===== src/hw/rtl/sar_pkg.sv =====
// sar_pkg: shared types and codes for the sighting aggregate report block.
// No dependencies.
package sar_pkg;
  localparam logic [1:0] OP_RECEIVE  = 2'd0;
  localparam logic [1:0] OP_TICK     = 2'd1;
  localparam logic [1:0] OP_TRANSMIT = 2'd2;

  localparam logic [1:0] KIND_ENTRY = 2'd0;
  localparam logic [1:0] KIND_SLOW  = 2'd1;
  localparam logic [1:0] KIND_FAST  = 2'd2;

  localparam logic CFG_STATUS_RATIO = 1'b0;
  localparam logic CFG_SLOW_RATIO   = 1'b1;

  localparam int SUM_W  = 24;
  localparam int HITS_W = 16;

  // one slot word as kept in the slot memory
  typedef struct packed {
    logic [31:0]        uid;
    logic signed [7:0]  tx;
    logic signed [23:0] sum;
    logic [15:0]        hits;
  } slot_t;

  // divider request
  typedef struct packed {
    logic               go;
    logic signed [23:0] num;
    logic [15:0]        den;
  } div_req_t;
endpackage


===== src/hw/rtl/sar_div.sv =====
// sar_div: serial signed divide of a 24-bit sum by a 16-bit count, truncated.
// Uses sar_pkg. One quotient bit per cycle.
module sar_div (
  input  logic              clk,
  input  logic              rst_n,
  input  sar_pkg::div_req_t req,
  output logic              done,
  output logic signed [7:0] quot
);
  import sar_pkg::*;

  logic [23:0] rem_r, rem_nxt;
  logic [23:0] q_r, q_nxt;
  logic [23:0] mag_r, mag_nxt;
  logic [15:0] den_r;
  logic        neg_r;
  logic [4:0]  cnt_r, cnt_nxt;
  logic        busy_r, done_r;
  logic [24:0] trial;
  logic [23:0] qfin;

  always_comb begin
    trial = {rem_r, mag_r[23]} - {9'd0, den_r};
    rem_nxt = {rem_r[22:0], mag_r[23]};
    q_nxt = {q_r[22:0], 1'b0};
    if (!trial[24]) begin
      rem_nxt = trial[23:0];
      q_nxt[0] = 1'b1;
    end
    mag_nxt = {mag_r[22:0], 1'b0};
    cnt_nxt = cnt_r - 5'd1;
  end

  assign qfin = neg_r ? (~q_r + 24'd1) : q_r;
  assign quot = qfin[7:0];
  assign done = done_r;

  // iterate restoring division on magnitude
  always_ff @(posedge clk) begin
    if (!rst_n) begin
      busy_r <= 1'b0;
      done_r <= 1'b0;
    end else begin
      done_r <= 1'b0;
      if (req.go) begin
        busy_r <= 1'b1;
        cnt_r  <= 5'd24;
        neg_r  <= req.num[23];
        mag_r  <= req.num[23] ? (~req.num + 24'd1) : req.num;
        den_r  <= req.den;
        rem_r  <= '0;
        q_r    <= '0;
      end else if (busy_r) begin
        rem_r <= rem_nxt;
        q_r   <= q_nxt;
        mag_r <= mag_nxt;
        cnt_r <= cnt_nxt;
        if (cnt_r == 5'd1) begin
          busy_r <= 1'b0;
          done_r <= 1'b1;
        end
      end
    end
  end
endmodule


===== src/hw/rtl/sighting_aggregate_report.sv =====
// sighting_aggregate_report: slot table of radio sightings with reports.
// Uses sar_pkg and sar_div. Slot words live in one synchronous memory, valid
// bits in registers. Busy after accept: receive reads and compares each slot
// searched (at most SLOTS); tick and status transmit stay idle, a status word
// follows next cycle; a report does read, load, 24-step divide, done per used
// slot. Words cannot be stalled. Sync reset clears counters and valid bits.
module sighting_aggregate_report #(
  parameter int SLOTS = 8
) (
  input  logic              clk,
  input  logic              rst_n,
  input  logic              start,
  output logic              busy,
  input  logic [1:0]        in_opcode,
  input  logic [31:0]       in_seen_uid,
  input  logic signed [7:0] in_seen_tx_power,
  input  logic signed [7:0] in_seen_rx_power,
  input  logic              cfg_we,
  input  logic [0:0]        cfg_index,
  input  logic [15:0]       cfg_wdata,
  output logic              out_valid,
  output logic [1:0]        out_kind,
  output logic [31:0]       out_entry_uid,
  output logic signed [7:0] out_entry_tx_power,
  output logic signed [7:0] out_entry_rx_average,
  output logic [31:0]       out_epoch_seconds,
  output logic [15:0]       out_packet_number,
  output logic              out_last
);
  import sar_pkg::*;

  localparam int IW = (SLOTS > 1) ? $clog2(SLOTS) : 1;
  localparam int CW = $clog2(SLOTS + 1);

  typedef enum logic [5:0] {
    S_IDLE = 6'b000001,
    S_RD   = 6'b000010,
    S_CMP  = 6'b000100,
    S_TRD  = 6'b001000,
    S_TDIV = 6'b010000,
    S_TWAIT = 6'b100000
  } state_t;

  state_t state_r;
  slot_t  mem [SLOTS];
  slot_t  rd_r;
  logic [SLOTS-1:0] valid_r;
  logic [IW-1:0] idx_r;
  logic [CW-1:0] used_r;
  logic [15:0] st_ratio_r, sl_ratio_r, tss_r, phase_r, pkt_r;
  logic [31:0] sec_r;
  logic [31:0] uid_r;
  logic signed [7:0] tx_r, rx_r;
  logic rd_valid_r;
  logic [15:0] tss_inc, phase_inc;
  logic [15:0] pkt_nxt;
  logic signed [24:0] sum_ext;
  logic signed [23:0] sum_sat;
  div_req_t dreq;
  logic ddone;
  logic signed [7:0] dq;
  logic is_last;

  sar_div u_div (.clk(clk), .rst_n(rst_n), .req(dreq), .done(ddone), .quot(dq));

  assign busy = (state_r != S_IDLE);
  assign tss_inc = (tss_r != 16'hFFFF) ? tss_r + 16'd1 : tss_r;
  assign phase_inc = phase_r + 16'd1;
  assign pkt_nxt = pkt_r + 16'd1;
  assign sum_ext = 25'(rd_r.sum) + 25'(rx_r);
  assign sum_sat = (sum_ext > 25'sd8388607) ? 24'sh7FFFFF :
                   (sum_ext < -25'sd8388608) ? 24'sh800000 : sum_ext[23:0];
  assign is_last = (CW'(idx_r) + CW'(1)) == used_r;

  always_comb begin
    dreq.go  = (state_r == S_TDIV);
    dreq.num = rd_r.sum;
    dreq.den = rd_r.hits;
  end

  // slot memory: read into rd_r, written on a new entry or an update
  always_ff @(posedge clk) begin
    rd_r <= mem[idx_r];
    if (state_r == S_CMP && rd_valid_r) begin
      if (!valid_r[idx_r])
        mem[idx_r] <= '{uid: uid_r, tx: tx_r, sum: 24'(rx_r), hits: 16'd1};
      else if (rd_r.uid == uid_r && rd_r.tx == tx_r && rd_r.hits != 16'hFFFF)
        mem[idx_r] <= '{uid: rd_r.uid, tx: rd_r.tx, sum: sum_sat,
                        hits: rd_r.hits + 16'd1};
    end
  end

  // control sequencer
  always_ff @(posedge clk) begin
    if (!rst_n) begin
      state_r <= S_IDLE;
      valid_r <= '0;
      used_r <= '0;
      st_ratio_r <= 16'd4;
      sl_ratio_r <= 16'd16;
      tss_r <= '0;
      phase_r <= '0;
      sec_r <= '0;
      pkt_r <= '0;
      out_valid <= 1'b0;
      idx_r <= '0;
      rd_valid_r <= 1'b0;
    end else begin
      out_valid <= 1'b0;
      rd_valid_r <= 1'b0;
      if (cfg_we) begin
        if (cfg_index == CFG_STATUS_RATIO) st_ratio_r <= cfg_wdata;
        else sl_ratio_r <= cfg_wdata;
      end
      case (state_r)
        S_IDLE: begin
          if (start) begin
            uid_r <= in_seen_uid;
            tx_r <= in_seen_tx_power;
            rx_r <= in_seen_rx_power;
            idx_r <= '0;
            case (in_opcode)
              OP_RECEIVE: if (in_seen_uid != 32'd0) begin
                state_r <= S_RD;
              end
              OP_TICK: sec_r <= sec_r + 32'd1;
              OP_TRANSMIT: begin
                pkt_r <= pkt_nxt;
                if (used_r == '0 || tss_inc >= st_ratio_r) begin
                  tss_r <= '0;
                  out_valid <= 1'b1;
                  out_kind <= (phase_r == 16'd0) ? KIND_SLOW : KIND_FAST;
                  out_entry_uid <= '0;
                  out_entry_tx_power <= '0;
                  out_entry_rx_average <= '0;
                  out_epoch_seconds <= (phase_r == 16'd0) ? 32'd0 : sec_r;
                  out_packet_number <= pkt_nxt;
                  out_last <= 1'b1;
                  phase_r <= (phase_inc >= sl_ratio_r) ? 16'd0 : phase_inc;
                end else begin
                  tss_r <= tss_inc;
                  state_r <= S_TRD;
                end
              end
              default: ;
            endcase
          end
        end
        S_RD: begin
          rd_valid_r <= 1'b1;
          state_r <= S_CMP;
        end
        S_CMP: begin
          if (!valid_r[idx_r]) begin
            valid_r[idx_r] <= 1'b1;
            used_r <= used_r + CW'(1);
            state_r <= S_IDLE;
          end else if (rd_r.uid == uid_r && rd_r.tx == tx_r) begin
            state_r <= S_IDLE;
          end else if (32'(idx_r) == SLOTS - 1) begin
            state_r <= S_IDLE;
          end else begin
            idx_r <= idx_r + IW'(1);
            state_r <= S_RD;
          end
        end
        S_TRD: state_r <= S_TDIV;
        S_TDIV: state_r <= S_TWAIT;
        S_TWAIT: begin
          if (ddone) begin
            out_valid <= 1'b1;
            out_kind <= KIND_ENTRY;
            out_entry_uid <= rd_r.uid;
            out_entry_tx_power <= rd_r.tx;
            out_entry_rx_average <= dq;
            out_epoch_seconds <= '0;
            out_packet_number <= pkt_r;
            out_last <= is_last;
            if (is_last) begin
              valid_r <= '0;
              used_r <= '0;
              state_r <= S_IDLE;
            end else begin
              idx_r <= idx_r + IW'(1);
              state_r <= S_TRD;
            end
          end
        end
        default: state_r <= S_IDLE;
      endcase
    end
  end
endmodule

===== config.mk =====
export PLATFORM = sky130hd
export DESIGN_NAME = sighting_aggregate_report
export DESIGN_NICKNAME = d
export VERILOG_FILES = /design/src/hw/rtl/sar_pkg.sv /design/src/hw/rtl/sar_div.sv /design/src/hw/rtl/sighting_aggregate_report.sv
export SDC_FILE = /design/constraint.sdc
export NUM_CORES = 1
export LEC_CHECK = 0
export ABC_AREA = 1
export ABC_CLOCK_PERIOD_IN_PS = 19000
export BUFFER_PORTS_ARGS = -buffer_cell sky130_fd_sc_hd__buf_4
export CAP_MARGIN = 20
export CORE_AREA = 3 3 224 390
export DETAILED_ROUTE_END_ITERATION = 7
export DIE_AREA = 0 0 227 393
export PLACE_DENSITY = 0.81
export SLEW_MARGIN = 20
export SYNTH_ARGS = -nofsm -noshare
export SYNTH_HDL_FRONTEND = slang
export SYNTH_HIERARCHICAL = 1
export SYNTH_SLANG_ARGS = --single-unit
export TNS_END_PERCENT = 1

===== constraint.sdc =====
create_clock -name clk -period 19 [get_ports clk]
set_input_delay 1.9 -clock clk [delete_from_list [all_inputs] [get_ports clk]]
set_output_delay 1.9 -clock clk [all_outputs]
set_load 0.05 [all_outputs]

==> flow_metrics.py <==
metrics = {
    "status": {
        "status": "complete, no violations",
    },
    "place": {
        "placedCellCount": 5388,
        "place_congestion": 0.960,
        "portBuffers": 171,
        "hpwlAfterDp_um": 70000,
    },
    "clock_tree": {
        "htree_levels": 3,
        "insertion_delay_ns": 0.71,
        "post-cts-setup-buffer-count": 0,
        "cts_resized": 0,
        "numCtsBuffers": 91,
        "cts_hold_buf": 0,
        "clk_pin_slew_ns": 0.07,
        "clock-root-buffer": "clkbuf_16",
        "clockBufferDepth": 3,
        "cts_num_sinks": 1082,
        "cts_tree": "yes",
    },
    "grt": {
        "grt_pass1_wl_um": 171000,
        "overflow": 0,
        "grt_antenna_before_repair": 1,
        "track_usage_pct": 25.0,
        "grt_pass1_vias": 31700,
        "grt_max_degree": 73,
    },
    "power_and_ir_drop": {
        "p_leak_nw": 19.5,
        "p_seq_share_pct": 46.6,
        "switching_share_pct": 30.4,
        "comb_power_share_pct": 20.4,
        "cellPowerDensity_mw_per_mm2": 116,
        "p_clk_share_pct": 33.1,
        "switchingPower_mw": 1.82,
        "ir_worst_vdd_mv": 0.106,
        "p_int_mw": 4.17,
    },
    "worst_setup_path": {
        "cpLargestDelayFamily": "simple AND/OR/NAND/NOR gates",
        "cp.required_ns": 19.30,
        "crit_path_end_kind": "flop",
        "path_class": "reg2reg",
        "path_buf_inv": 5,
        "crit_fanout": 32,
        "path_cells": "inv_1, nand2_1, nand2_1, nand2_1, nor2_1, nand2_1, nor2_1, nand3_1, inv_1, nand4_4, inv_2, nor2_4, nor2_4, buf_4, buf_4",
        "path_common_cell": "nand2_1",
        "crit_path_max_incr_delay_ns": 0.60,
        "crit_slowest_cell": "nor2_4",
        "critPathLaunchType": "flop",
        "crit_arrival_ns": 4.96,
        "r2r_slack_ns": 14.34,
    },
    "sta": {
        "max_freq_ghz": 0.214,
        "grt_setup_unrepaired": "no",
        "setup_viol": 0,
        "skew_ns": 0.0569,
        "setup-tns-final_ns": 0,
        "worst_slew_pin_slew_ns": 1.05,
        "slew_headroom_pct": 30.1,
        "fin_crit_sh_pct": 24.5,
        "final_hold_viol_count": 0,
        "period_needed_ns": 4.66,
        "maxSlewViolCount": 0,
    },
    "die": {
        "start_util_pct": 54.7,
        "rows": 141,
        "die-area_mm2": 0.0892,
        "core_mm2": 0.0845,
        "io-pin-count": 172,
        "die_y_um": 393,
        "die_w_um": 227,
    },
    "worst_hold_path": {
        "hp-class": "reg2reg",
    },
    "final_layout": {
        "regArea_mm2": 0.0303,
        "syn_to_final_growth_pct": 11.9,
        "layout.cells.non_filler": 5561,
        "final_nets": 4568,
        "fillers": 6311,
        "drive_above_1_share_pct": 9.87,
        "multi_input_comb_area_mm2": 0.0136,
    },
    "synthesis": {
        "yosys-top-cells-count": "1082 x nand2_1, 865 x edfxtp_1, 417 x inv_1",
        "ys.flop_type": "edfxtp_1",
        "syn_area_per_cell_um2": 10.8,
        "synth.ff_latch_count": 1082,
        "syn_nets": 4443,
        "seq_area_frac_synth_pct": 65.6,
        "synth_area_mm2": 0.0462,
        "synthArstFlopShare_pct": 0,
        "yosysTopAreaCell": "edfxtp_1",
        "synth_cell_type_count": 58,
        "synth_edf_count": 865,
        "syn_inst": 4284,
        "synth.top_cell.area_share_pct": 56.2,
        "synth_area_leaders": "edfxtp_1 56%, dfxtp_1 9.4%, nand2_1 8.8%",
        "synth.most_common_cell": "nand2_1",
        "ys_warn_count": 6,
    },
    "drt": {
        "wl_per_cell_um": 20.3,
        "dr_wl_met2_um": 58300,
        "met3WireLength_um": 8380,
        "wl_met1_um": 40000,
        "drtIter0Drc": 2924,
        "highest_layer": "met4",
        "routed_wl_um": 113000,
        "ant_nets": 0,
        "via_per_inst": 5.74,
        "vias": 31900,
        "drc": 0,
        "firstDrtPassIters": 5,
    },
    "job": {
        "maxCapViolations": 0,
    },
}
==> logic make-up (layout without fill, tap and decap cells) <==
kind of cell,Yosys count,after routing,share of synthesized area [%]
AO/OA/AOI/OAI,528,528,7.32
adder cells (fa/ha/maj),88,88,2.42
flip-flops,1082,1082,65.6
XOR/XNOR,124,124,2.35
buffers and inverters,613,817,5.25
other,0,1,0
AND/OR/NAND/NOR,1849,1849,17.0
==> stage by stage <==
stage | utilization, % | cell area (um2) | worst slack, ns | total power, mW | hold WS (ns)
2_1_floorplan | - | 46200 | 9.08 | 3.65 | 0.408
3_3_place_gp | 57.3 | 48400 | 14.51 | 4.00 | 0.440
3_5_place_dp | 57.3 | 48400 | 14.47 | 4.02 | 0.440
4_1_cts | 61.2 | 51700 | 14.41 | 5.99 | 0.419
5_1_grt | 61.2 | 51700 | 14.16 | 6.24 | 0.445
6_report | 61.2 | 51700 | 14.34 | 5.99 | 0.427
==> cell usage in the layout (no fill, tap or decap), types with 10 or more instances in the layout <==
cell and n:
ha_1 86, nand3b_1 17, clkbuf_8 10, nand3_1 117, nor3_1 45, nand2_1 1082
a221oi_1 72, clkbuf_1 10, nor2_4 11, a21oi_1 174, a22o_1 46, nor2_1 387
buf_4 208, edfxtp_1 865, clkbuf_16 93, bufinv_16 10, nand4_1 108, clkinv_2 18
xnor2_1 44, inv_2 13, xor2_1 80, o21ai_0 116, dfxtp_1 217, a22oi_1 83
inv_1 417, nor4_1 20, nor3_2 12
==> routing by layer <==
metal / vias to the layer above / GRT usage, %
met1: 15100 / 28.5
met4: 0 / 13.8
met3: 350 / 3.27
li1: 14900 / -
met2: 1511 / 45.2
met5: - / 0
==> worst paths after layout <==
check / start / end / depth (start not counted)
worst max-delay path: uid_r[17]$_DFFE_PP_ / mem[6][36]$_DFFE_PP_ / 15
worst min-delay path: mem[3][4]$_DFFE_PP_ / dreq[4]$_DFF_P_ / 2
worst max register to register: uid_r[17]$_DFFE_PP_ / mem[6][36]$_DFFE_PP_ / 15
worst min register to register: mem[3][4]$_DFFE_PP_ / dreq[4]$_DFF_P_ / 2
==> final cells by class <==
type / instances / area share (%)
timing repair buffer: 208 / 3.02
inverter: 437 / 3.19
multi-input combinational: 2589 / 26.2
tap: 1072 / 2.59
antenna: 1 / 0.00484
clock buffer: 113 / 4.84
sequential: 1082 / 58.6
clock inverter: 59 / 1.47
==> state kept, by name (all words and copies together), names as in the netlist, 24 cells and up <==
register / cells
mem: 640
dreq: 40
rd_r: 40
out_entry_uid: 32
out_epoch_seconds: 32
sec_r: 32
uid_r: 32
u_div/mag_r: 24
u_div/rem_r: 24
==> tightest hold or removal path, stage by stage, from the launching register on <==
cell	delay, ns
edfxtp_1	0.33
a21oi_1	0.06
nand4_1	0.05
==> power by group through the flow <==
stage                     combinational (mW)  sequential, mW  clock, mW
after global routing                    1.35            2.80       2.09
after global placement                  1.17            2.83          0
final                                   1.22            2.79       1.98
after floorplan                        0.841            2.81          0
after CTS                               1.21            2.78       2.00
after detailed placement                1.19            2.83          0
No activity file was read; power rests on OpenSTA's default activity.
